**src/hw/rtl/tld_pkg.sv**
```systemverilog
// Shared types and constants for the terminal line discipline.
// Holds flag bit positions, register indexes, character codes and the
// per-transaction action struct. No dependencies.
`default_nettype none
package tld_pkg;

    // Function codes of an input transaction
    localparam logic FUNC_RX  = 1'b0;
    localparam logic FUNC_POP = 1'b1;

    // Configuration register indexes
    localparam logic [2:0] CFG_INPUT_FLAGS  = 3'd0;
    localparam logic [2:0] CFG_LOCAL_FLAGS  = 3'd1;
    localparam logic [2:0] CFG_EDIT_CHARS   = 3'd2;
    localparam logic [2:0] CFG_SIGNAL_CHARS = 3'd3;
    localparam logic [2:0] CFG_FLOW_CHARS   = 3'd4;
    localparam logic [2:0] CFG_MIN_COUNT    = 3'd5;

    // Input flag bits
    localparam int IF_STRIP = 0;
    localparam int IF_IGNCR = 1;
    localparam int IF_ICRNL = 2;
    localparam int IF_INLCR = 3;
    localparam int IF_IXON  = 4;
    localparam int IF_IXOFF = 5;
    localparam int IF_IXANY = 6;

    // Local flag bits
    localparam int LF_ISIG   = 0;
    localparam int LF_ICANON = 1;
    localparam int LF_ECHO   = 2;
    localparam int LF_ECHOE  = 3;
    localparam int LF_ECHOK  = 4;
    localparam int LF_ECHONL = 5;

    // Signal codes
    localparam logic [1:0] SIG_NONE = 2'd0;
    localparam logic [1:0] SIG_INTR = 2'd1;
    localparam logic [1:0] SIG_QUIT = 2'd2;
    localparam logic [1:0] SIG_SUSP = 2'd3;

    // Character codes
    localparam logic [7:0] CHAR_CR       = 8'h0D;
    localparam logic [7:0] CHAR_NL       = 8'h0A;
    localparam logic [7:0] CHAR_DISABLED = 8'hFF;
    localparam logic [7:0] CHAR_MASK7    = 8'h7F;
    localparam logic [7:0] COUNT_MAX     = 8'hFF;

    // Reset values of the configuration registers
    localparam logic [6:0]  RST_INPUT_FLAGS  = 7'h54;
    localparam logic [5:0]  RST_LOCAL_FLAGS  = 6'h0F;
    localparam logic [31:0] RST_EDIT_CHARS   = 32'hFF04_1508;
    localparam logic [23:0] RST_SIGNAL_CHARS = 24'h1A_1C03;
    localparam logic [15:0] RST_FLOW_CHARS   = 16'h1311;
    localparam logic [7:0]  RST_MIN_COUNT    = 8'h01;

    // What one transaction does to the buffer state and what it reports
    typedef struct packed {
        logic       store;        // append the character at the write index
        logic       erase;        // drop the last held character
        logic       kill;         // drop every held character
        logic       pop;          // take the head character
        logic       set_stop;
        logic       clr_stop;
        logic       echo_valid;
        logic [7:0] echo_char;
        logic       erase_one;    // report one visual erase
        logic       erase_all;    // report as many erases as were held
        logic [1:0] sig;
        logic       wake;
        logic       read_empty;
        logic [7:0] read_char;
        logic       read_deliver;
        logic       read_stop;
        logic       dc_we;
        logic [7:0] dc_next;
        logic [7:0] store_char;
    } t_tld_act;

    // Special character match; a disabled slot matches nothing
    function automatic logic chr_match(input logic [7:0] c, input logic [7:0] sc);
        chr_match = (sc != CHAR_DISABLED) && (c == sc);
    endfunction

endpackage
`default_nettype wire

```
**src/hw/rtl/terminal_line_discipline_unit.sv**
```systemverilog
// Top level of the terminal line discipline: input register, decision
// logic, ring pointers and result register. Depends on tld_pkg,
// tld_core and tld_store.
`default_nettype none
// Each input transaction either delivers one received byte or pops one
// byte for a reader, and always yields exactly one result transaction.
// A transaction is held in an input register, decided in one pass of
// short logic (tld_core) and written to a result register, so a new
// transaction can be taken every cycle while results are
// accepted. The input side keeps taking transactions while
// a result waits, until the result register and the
// input register are both full. The ring of BUFFER_DEPTH characters is a
// single-port-write, single-port-read memory whose head byte is read ahead
// into a register, so a pop never waits on the memory; unwritten entries
// are never popped and need no clearing. Configuration is written through a
// plain write port (index 0 input flags, 1 local flags, 2 edit characters,
// 3 signal characters, 4 flow characters, 5 minimum count) and must only
// be written while no transaction is in flight.
module terminal_line_discipline_unit #(
    parameter int BUFFER_DEPTH = 256,
    localparam int HW = $clog2(BUFFER_DEPTH + 1)
) (
    input  wire logic          i_clk,
    input  wire logic          i_rst_n,
    // configuration write port
    input  wire logic          i_cfg_we,
    input  wire logic [2:0]    i_cfg_idx,
    input  wire logic [31:0]   i_cfg_data,
    // input channel
    input  wire logic          i_in_valid,
    output logic               o_in_ready,
    input  wire logic          i_func,
    input  wire logic [7:0]    i_rx_char,
    input  wire logic          i_read_start,
    // result channel
    output logic               o_out_valid,
    input  wire logic          i_out_ready,
    output logic               o_echo_valid,
    output logic [7:0]         o_echo_char,
    output logic [HW-1:0]      o_erase_echo_count,
    output logic [1:0]         o_signal_code,
    output logic               o_wake_reader,
    output logic               o_output_stopped,
    output logic               o_read_empty,
    output logic [7:0]         o_read_char,
    output logic               o_read_deliver,
    output logic               o_read_stop,
    output logic               o_readable,
    output logic [HW-1:0]      o_fill_level
);
    import tld_pkg::*;

    localparam int AW = $clog2(BUFFER_DEPTH);
    localparam logic [AW-1:0] IDX_LAST  = AW'(BUFFER_DEPTH - 1);
    localparam logic [HW-1:0] HELD_LAST = HW'(BUFFER_DEPTH - 1);
    localparam logic [HW-1:0] HELD_FULL = HW'(BUFFER_DEPTH);

    // configuration registers
    logic [6:0]  r_input_flags;
    logic [5:0]  r_local_flags;
    logic [31:0] r_edit_chars;
    logic [23:0] r_signal_chars;
    logic [15:0] r_flow_chars;
    logic [7:0]  r_min_count;

    // input register
    logic        r_in_valid;
    logic        r_func;
    logic [7:0]  r_rx_char;
    logic        r_read_start;

    // line state
    logic [AW-1:0] r_widx, n_widx;
    logic [AW-1:0] r_ridx, n_ridx;
    logic [HW-1:0] r_held, n_held;
    logic          r_stopped, n_stopped;
    logic [7:0]    r_delivered, n_delivered;

    // result register
    logic          r_out_valid;
    logic          r_echo_valid;
    logic [7:0]    r_echo_char;
    logic [HW-1:0] r_erase_cnt;
    logic [1:0]    r_sig;
    logic          r_wake;
    logic          r_stopped_out;
    logic          r_read_empty;
    logic [7:0]    r_read_char;
    logic          r_read_deliver;
    logic          r_read_stop;
    logic          r_readable;
    logic [HW-1:0] r_fill;

    logic          fire;
    logic          in_take;
    logic [7:0]    head;
    t_tld_act      act;

    // Advance the held item whenever the result register is free or drains.
    assign fire       = r_in_valid && (!r_out_valid || i_out_ready);
    assign o_in_ready = !r_in_valid || fire;
    assign in_take    = i_in_valid && o_in_ready;

    tld_core u_core (
        .i_func         (r_func),
        .i_rx_char      (r_rx_char),
        .i_read_start   (r_read_start),
        .i_input_flags  (r_input_flags),
        .i_local_flags  (r_local_flags),
        .i_edit_chars   (r_edit_chars),
        .i_signal_chars (r_signal_chars),
        .i_flow_chars   (r_flow_chars),
        .i_min_count    (r_min_count),
        .i_held_zero    (r_held == '0),
        .i_held_last    (r_held == HELD_LAST),
        .i_held_full    (r_held >= HELD_FULL),
        .i_head         (head),
        .i_delivered    (r_delivered),
        .o_act          (act)
    );

    tld_store #(
        .DEPTH (BUFFER_DEPTH)
    ) u_store (
        .i_clk        (i_clk),
        .i_we         (fire && act.store),
        .i_waddr      (r_widx),
        .i_wdata      (act.store_char),
        .i_raddr_next (n_ridx),
        .o_head       (head)
    );

    // Next line state; only a fired transaction moves anything.
    always_comb begin
        n_widx      = r_widx;
        n_ridx      = r_ridx;
        n_held      = r_held;
        n_stopped   = r_stopped;
        n_delivered = r_delivered;
        if (fire) begin
            if (act.store) begin
                n_widx = (r_widx == IDX_LAST) ? '0 : r_widx + 1'b1;
                n_held = r_held + 1'b1;
            end
            if (act.erase) begin
                n_widx = (r_widx == '0) ? IDX_LAST : r_widx - 1'b1;
                n_held = r_held - 1'b1;
            end
            if (act.kill) begin
                // drop everything held, unread earlier lines included
                n_widx = r_ridx;
                n_held = '0;
            end
            if (act.pop) begin
                n_ridx = (r_ridx == IDX_LAST) ? '0 : r_ridx + 1'b1;
                n_held = r_held - 1'b1;
            end
            if (act.set_stop) begin
                n_stopped = 1'b1;
            end else if (act.clr_stop) begin
                n_stopped = 1'b0;
            end
            if (act.dc_we) begin
                n_delivered = act.dc_next;
            end
        end
    end

    // configuration and line state
    always_ff @(posedge i_clk) begin
        if (!i_rst_n) begin
            r_input_flags  <= RST_INPUT_FLAGS;
            r_local_flags  <= RST_LOCAL_FLAGS;
            r_edit_chars   <= RST_EDIT_CHARS;
            r_signal_chars <= RST_SIGNAL_CHARS;
            r_flow_chars   <= RST_FLOW_CHARS;
            r_min_count    <= RST_MIN_COUNT;
            r_widx         <= '0;
            r_ridx         <= '0;
            r_held         <= '0;
            r_stopped      <= 1'b0;
            r_delivered    <= '0;
        end else begin
            if (i_cfg_we) begin
                case (i_cfg_idx)
                    CFG_INPUT_FLAGS:  r_input_flags  <= i_cfg_data[6:0];
                    CFG_LOCAL_FLAGS:  r_local_flags  <= i_cfg_data[5:0];
                    CFG_EDIT_CHARS:   r_edit_chars   <= i_cfg_data;
                    CFG_SIGNAL_CHARS: r_signal_chars <= i_cfg_data[23:0];
                    CFG_FLOW_CHARS:   r_flow_chars   <= i_cfg_data[15:0];
                    CFG_MIN_COUNT:    r_min_count    <= i_cfg_data[7:0];
                    default: ;
                endcase
            end
            r_widx      <= n_widx;
            r_ridx      <= n_ridx;
            r_held      <= n_held;
            r_stopped   <= n_stopped;
            r_delivered <= n_delivered;
        end
    end

    // input register: hold until fired, refill in the same cycle
    always_ff @(posedge i_clk) begin
        if (!i_rst_n) begin
            r_in_valid <= 1'b0;
        end else if (in_take) begin
            r_in_valid <= 1'b1;
        end else if (fire) begin
            r_in_valid <= 1'b0;
        end
    end

    always_ff @(posedge i_clk) begin
        if (in_take) begin
            r_func       <= i_func;
            r_rx_char    <= i_rx_char;
            r_read_start <= i_read_start;
        end
    end

    // result register
    always_ff @(posedge i_clk) begin
        if (!i_rst_n) begin
            r_out_valid <= 1'b0;
        end else if (fire) begin
            r_out_valid <= 1'b1;
        end else if (i_out_ready) begin
            r_out_valid <= 1'b0;
        end
    end

    always_ff @(posedge i_clk) begin
        if (fire) begin
            r_echo_valid   <= act.echo_valid;
            r_echo_char    <= act.echo_char;
            if (act.erase_all) begin
                r_erase_cnt <= r_held;
            end else begin
                r_erase_cnt <= HW'(act.erase_one);
            end
            r_sig          <= act.sig;
            r_wake         <= act.wake;
            r_stopped_out  <= n_stopped;
            r_read_empty   <= act.read_empty;
            r_read_char    <= act.read_char;
            r_read_deliver <= act.read_deliver;
            r_read_stop    <= act.read_stop;
            r_readable     <= (n_held != '0) && !r_local_flags[LF_ICANON];
            r_fill         <= n_held;
        end
    end

    assign o_out_valid        = r_out_valid;
    assign o_echo_valid       = r_echo_valid;
    assign o_echo_char        = r_echo_char;
    assign o_erase_echo_count = r_erase_cnt;
    assign o_signal_code      = r_sig;
    assign o_wake_reader      = r_wake;
    assign o_output_stopped   = r_stopped_out;
    assign o_read_empty       = r_read_empty;
    assign o_read_char        = r_read_char;
    assign o_read_deliver     = r_read_deliver;
    assign o_read_stop        = r_read_stop;
    assign o_readable         = r_readable;
    assign o_fill_level       = r_fill;

endmodule
`default_nettype wire

```
**src/hw/rtl/tld_store.sv**
```systemverilog
// Character ring storage for the terminal line discipline.
// One write port and one read port with a registered head byte that
// follows the next read index; depends on nothing else.
`default_nettype none
module tld_store #(
    parameter int DEPTH = 256,
    localparam int AW = $clog2(DEPTH)
) (
    input  wire logic          i_clk,
    input  wire logic          i_we,
    input  wire logic [AW-1:0] i_waddr,
    input  wire logic [7:0]    i_wdata,
    input  wire logic [AW-1:0] i_raddr_next,
    output logic      [7:0]    o_head
);

    logic [7:0] r_mem [DEPTH];
    logic [7:0] r_head;

    always_ff @(posedge i_clk) begin
        if (i_we) begin
            r_mem[i_waddr] <= i_wdata;
        end
        // forward a same-cycle write so the head never goes stale
        if (i_we && (i_waddr == i_raddr_next)) begin
            r_head <= i_wdata;
        end else begin
            r_head <= r_mem[i_raddr_next];
        end
    end

    assign o_head = r_head;

endmodule
`default_nettype wire

```
**src/hw/rtl/tld_core.sv**
```systemverilog
// Character decision logic for the terminal line discipline.
// Maps, classifies and edits one received byte, or rules on one pop.
// Depends on tld_pkg.
`default_nettype none
module tld_core (
    input  wire logic              i_func,
    input  wire logic [7:0]        i_rx_char,
    input  wire logic              i_read_start,
    input  wire logic [6:0]        i_input_flags,
    input  wire logic [5:0]        i_local_flags,
    input  wire logic [31:0]       i_edit_chars,
    input  wire logic [23:0]       i_signal_chars,
    input  wire logic [15:0]       i_flow_chars,
    input  wire logic [7:0]        i_min_count,
    input  wire logic              i_held_zero,
    input  wire logic              i_held_last,
    input  wire logic              i_held_full,
    input  wire logic [7:0]        i_head,
    input  wire logic [7:0]        i_delivered,
    output tld_pkg::t_tld_act      o_act
);
    import tld_pkg::*;

    t_tld_act act;

    always_comb begin
        logic [7:0] c;
        logic       keep;
        logic       status;
        logic       done;
        logic       canon;
        logic       m_eof;
        logic       m_eol;
        logic       m_nl;
        logic       m_start;
        logic [7:0] dc_base;
        logic [7:0] dc_inc;

        act    = '0;
        canon  = i_local_flags[LF_ICANON];
        keep   = 1'b1;
        status = 1'b0;
        done   = 1'b0;

        // strip and CR/NL mapping
        c = i_rx_char;
        if (i_input_flags[IF_STRIP]) begin
            c = c & CHAR_MASK7;
        end
        if (c == CHAR_CR) begin
            if (i_input_flags[IF_IGNCR]) begin
                keep = 1'b0;
            end else if (i_input_flags[IF_ICRNL]) begin
                c = CHAR_NL;
            end
        end else if ((c == CHAR_NL) && i_input_flags[IF_INLCR]) begin
            c = CHAR_CR;
        end

        m_eof   = chr_match(c, i_edit_chars[23:16]);
        m_eol   = chr_match(c, i_edit_chars[31:24]);
        m_nl    = (c == CHAR_NL);
        m_start = chr_match(c, i_flow_chars[7:0]);
        act.store_char = c;

        dc_base = i_read_start ? 8'd0 : i_delivered;
        dc_inc  = (dc_base == COUNT_MAX) ? COUNT_MAX : dc_base + 8'd1;

        case (i_func)
            FUNC_RX: begin
                // canonical editing
                if (keep && canon) begin
                    if (chr_match(c, i_edit_chars[7:0])) begin
                        done = 1'b1;
                        if (!i_held_zero) begin
                            act.erase     = 1'b1;
                            act.erase_one = i_local_flags[LF_ECHOE];
                        end
                    end else if (chr_match(c, i_edit_chars[15:8])) begin
                        done          = 1'b1;
                        act.kill      = 1'b1;
                        act.erase_all = i_local_flags[LF_ECHOE];
                        if (i_local_flags[LF_ECHOK]) begin
                            act.echo_valid = 1'b1;
                            act.echo_char  = c;
                        end
                    end else begin
                        status = m_eof || m_eol || m_nl;
                    end
                end

                if (!done) begin
                    // flow control; stop wins over start
                    if (keep && (i_input_flags[IF_IXON] || i_input_flags[IF_IXOFF])) begin
                        if (chr_match(c, i_flow_chars[15:8])) begin
                            act.set_stop = 1'b1;
                            keep         = 1'b0;
                            if (i_input_flags[IF_IXOFF]) begin
                                act.echo_valid = 1'b1;
                                act.echo_char  = c;
                            end
                        end else if (m_start || i_input_flags[IF_IXANY]) begin
                            act.clr_stop = 1'b1;
                            if (m_start) begin
                                keep = 1'b0;
                                if (i_input_flags[IF_IXOFF]) begin
                                    act.echo_valid = 1'b1;
                                    act.echo_char  = c;
                                end
                            end
                        end
                    end

                    // signal characters
                    if (keep && i_local_flags[LF_ISIG]) begin
                        if (chr_match(c, i_signal_chars[7:0])) begin
                            act.sig = SIG_INTR;
                        end else if (chr_match(c, i_signal_chars[15:8])) begin
                            act.sig = SIG_QUIT;
                        end else if (chr_match(c, i_signal_chars[23:16])) begin
                            act.sig = SIG_SUSP;
                        end
                        if (act.sig != SIG_NONE) begin
                            act.echo_valid = 1'b1;
                            act.echo_char  = c;
                            keep           = 1'b0;
                        end
                    end

                    // echo and store, keeping one slot for a line end
                    if (keep) begin
                        if (!m_eof && i_local_flags[LF_ECHO]) begin
                            act.echo_valid = 1'b1;
                            act.echo_char  = c;
                        end else if (m_nl && i_local_flags[LF_ECHONL]) begin
                            act.echo_valid = 1'b1;
                            act.echo_char  = c;
                        end
                        if (i_held_last) begin
                            if (!canon || !(m_eol || m_eof || m_nl)) begin
                                keep = 1'b0;
                            end
                        end else if (i_held_full) begin
                            keep = 1'b0;
                        end
                        act.store = keep;
                    end

                    act.wake = status || !canon;
                end
            end
            FUNC_POP: begin
                act.dc_we   = 1'b1;
                act.dc_next = dc_base;
                if (i_held_zero) begin
                    act.read_empty = 1'b1;
                end else begin
                    act.pop       = 1'b1;
                    act.read_char = i_head;
                    if (canon) begin
                        if (chr_match(i_head, i_edit_chars[23:16])) begin
                            act.read_stop = 1'b1;
                        end else begin
                            act.read_deliver = 1'b1;
                            act.dc_next      = dc_inc;
                            act.read_stop    = chr_match(i_head, i_edit_chars[31:24])
                                               || (i_head == CHAR_NL);
                        end
                    end else begin
                        act.read_deliver = 1'b1;
                        act.dc_next      = dc_inc;
                        act.read_stop    = (dc_inc >= i_min_count);
                    end
                end
            end
            default: begin
                act = '0;
            end
        endcase
    end

    assign o_act = act;

endmodule
`default_nettype wire

```
**config.mk**
```make
export PLATFORM = sky130hd
export DESIGN_NAME = terminal_line_discipline_unit
export DESIGN_NICKNAME = d
export VERILOG_FILES = /design/src/hw/rtl/tld_pkg.sv /design/src/hw/rtl/terminal_line_discipline_unit.sv /design/src/hw/rtl/tld_store.sv /design/src/hw/rtl/tld_core.sv
export SDC_FILE = /design/constraint.sdc
export NUM_CORES = 2
export LEC_CHECK = 0
export ABC_AREA = 1
export BUFFER_PORTS_ARGS = -buffer_cell sky130_fd_sc_hd__buf_2
export CORE_ASPECT_RATIO = 1.25
export CORE_MARGIN = 1.5
export CORE_UTILIZATION = 50
export CTS_CLUSTER_SIZE = 20
export DETAILED_ROUTE_END_ITERATION = 16
export PLACE_DENSITY = 0.68
export SLEW_MARGIN = 20
export SYNTH_ARGS = -nofsm -noshare
export SYNTH_HDL_FRONTEND = slang
export SYNTH_SLANG_ARGS = --single-unit
```
**constraint.sdc**
```tcl
create_clock -name i_clk -period 7.1 [get_ports i_clk]
set_input_delay 0.355 -clock i_clk [delete_from_list [all_inputs] [get_ports i_clk]]
set_output_delay 0.355 -clock i_clk [all_outputs]
set_load 0.1 [all_outputs]
```
==> impl_results.md <==
- Worst slew pin tran: 1.15 ns
- Die Span X: 388 um
- Initial antenna violation count: 3
- RSZ-0062 raised after global routing: no
- DP Area: 95600 um^2
- Cts bufs inserted: 197
- Drt pass-1 iters: 6
- Vias: 64800
- Max Cap Violations: 0
- Crit. Startpoint: r_rx_char[7]
- Most frequent cells in the layout: edfxtp_1, nand2_1, nand3_1
- Max Root-Sink Buffers: 3
- I/O pin total: 95
- First DRT Iteration DRCs: 8397
- Fraction of layout instances using a drive strength above 1: 8.12%
- Outcome: finished clean
- H-tree depth: 4
- Vias in the first global route: 62500
- Mean routed wirelength per cell: 24.4 um
- Clock latency on the worst-skew pair: 0.86 ns
- Grt ovf: 0
- Hold WC Path Type: input pin to flop
- Final nets: 8229
- Final setup vio count: 0
- Chip Height: 484 um
- Cells after Synth: 8143
- Routed Antenna Nets: 0
- Initial Util: 50.3%
- Critical path endpoint category: flop
- Max VDD drop: 216 uV
- Ratio of final minimum period to clock period: 79.4%
- Final Max Tran Viols: 0
- Die Area: 188000 um^2
- Hpwl dp: 151 mm
- Max Fclk: 0.177 GHz
- Post-cts sizing count: 0
- Area grow syn2layout: 10.8%
- Crit path DAT: 6.10 ns
- Total track usage: 27.3%
- Syn Nets: 8211
- Fin crit period: 5.63 ns
- Synthesized flop and latch total: 2238
- Main flop type after synthesis: edfxtp_1
- Clock Skews: 0.0356 ns
- Drt total wl: 262 mm
- Slew margin rel.: 23.4%
- Drt drc: 0
- CTS Root Cell: clkbuf_16
- Final Hold Vio Count: 0
- Clock transition at the registers of the reported paths: 0.07 ns
- Most common cell after layout, fill and taps aside: edfxtp_1
- CTS tree: built
- Hold Startpoint: i_cfg_we
- Max FO, Critical Path: 64
- Layout fillers: 15000
- Sequential fraction of the synthesis area: 71.2%
- Finished Cell Area: 103000 um^2
- Largest net degree at the start of global routing: 241
- Worst flop-to-flop path startpoint: r_rx_char[7]
- First-pass GRT wire length: 387 mm
- Cell variety after synth: 47
- Avg Cell Area, Syn: 11.4 um^2
- Mapped cell area: 92500 um^2
- Pwr/cell area: 277 nW/um^2
- Routed vias/inst: 6.04
- RePlAce Congestion: 0.913
- Critical setup path kind: flop to flop
- Rows: 176
- Number of synthesis warnings: 0
- Setup bufs post-CTS: 0
- Post-synth EDFFs: 2101
- Crit start category: flop
- Leak: 35.6 nW
- # hold bufs at CTS: 51
- Async set-reset flop share out of synthesis: 0%
- CTS sink count: 2238
- Core area: 184000 um^2
- Critical Path RT: 7.56 ns
- # port buffers: 94
- Sum Neg Setup Slack: 0 ns
logic make-up (layout without fill, tap and decap cells):
logic type      count (synthesis)  count (layout)  synth area share, %
buf+inv                       758             943                 3.50
other cells                     0               3                    0
flops                        2238            2238                 71.2
compound gates                848             848                 4.95
simple gates                 4239            4239                 19.7
fa+ha+maj                      18              18                0.243
xor+xnor                       42              42                0.398
synth_stat cells, drive strengths merged, types with 5 or more instances:
cell       n  area (um^2)
clkinv     6         22.5
xnor2      9         78.8
buf      338         1660
nor2     795         3020
nand3b    10         75.1
ha        18          225
nand3   1608         8090
dfxtp    137         2740
o211ai    20          150
clkbuf   197          739
xor2      33          289
a31oi      5         37.5
edfxtp  2101        63100
nor3      23          138
o22ai    174         1090
inv      217          817
nand4     31          200
nand2   1761         6670
o21ai    493         2470
or2        7         43.8
a21oi    138          691
state kept, by name, indices dropped and copies added (netlist names), 6 cells and up, named ones only:
name and count:
r_delivered 8, u_store.r_mem 2048, r_local_flags 6, r_widx 8
r_ridx 8, o_fill_level 9, r_input_flags 7, o_echo_char 8
r_held 9, r_rx_char 8, r_min_count 8, r_edit_chars 32
r_flow_chars 16, r_signal_chars 24, o_erase_echo_count 9, o_read_char 8
power breakdown:
part / switching, mW / internal, mW
Clock: 4.76 / 5.95
Combinational: 2.36 / 0.804
Sequential: 0.0762 / 14.5
Total: 7.19 / 21.2
layer usage:
metal  global-route usage, %  share of wire (%)  wire (um)  vias up
li1                        -                  -          -    29000
met1                    35.3                 38      99200    31600
met2                    45.0                 48     125000     3572
met5                       0                  0          0        -
met4                    13.5                5.3      13800        0
met3                    4.50                9.1      23700      669
worst max-delay path: stages (launching register included):
cell        delay [ns]
edfxtp_1          0.41
nand2_4           0.25
inv_8             0.22
nor2_4            0.28
nand2_2           0.22
nand2_2           0.19
nand2_2           0.25
clkinvlp_4        0.19
buf_4             0.29
nand2_1           0.08
nand3_1           0.07
nor2_1            0.05
nand2_1           0.21
nand2_1           0.09
nand2_1           0.08
nand2_2           0.10
nor2_2            0.18
nand3_4           0.21
nor2_8            0.25
inv_4             0.13
nor2_4            0.22
nand3_2           0.47
nor2_1            0.73
layout make-up:
cell class	count	area [um^2]	area share, %
well taps	2403	3010	2.93
repair buffers	354	2780	2.71
flip-flops and latches	2238	65800	64.2
inverters	223	887	0.865
multi-input cells	5147	23500	23.0
clock buffers	232	5260	5.13
diodes	3	7.51	0.00732
clock inverters	134	1180	1.15
stage by stage:
stage / setup slack (ns) / power, mW / hold WS, ns / util [%] / cells
global placement: 1.67 / 17.9 / 0.442 / 52.0 / 10300
global route: 1.21 / 29.3 / 0.121 / 55.7 / 10700
CTS: 1.53 / 28.5 / 0.0476 / 55.7 / 10700
floorplan: 0.484 / 17.0 / 0.421 / - / 8143
finish: 1.47 / 28.4 / 0.110 / 55.8 / 10700
detailed placement: 1.56 / 17.9 / 0.455 / 52.0 / 10300
worst paths after layout:
check	to	slack (ns)	cells past startpoint
worst max-delay path	u_store.r_mem[80][2]	1.47	22
worst min-delay path	r_local_flags[1]	0.11	6
worst max register to register	u_store.r_mem[80][2]	1.47	22
worst min register to register	r_min_count[7]	0.46	2
No activity file was read; power rests on OpenSTA's default activity.
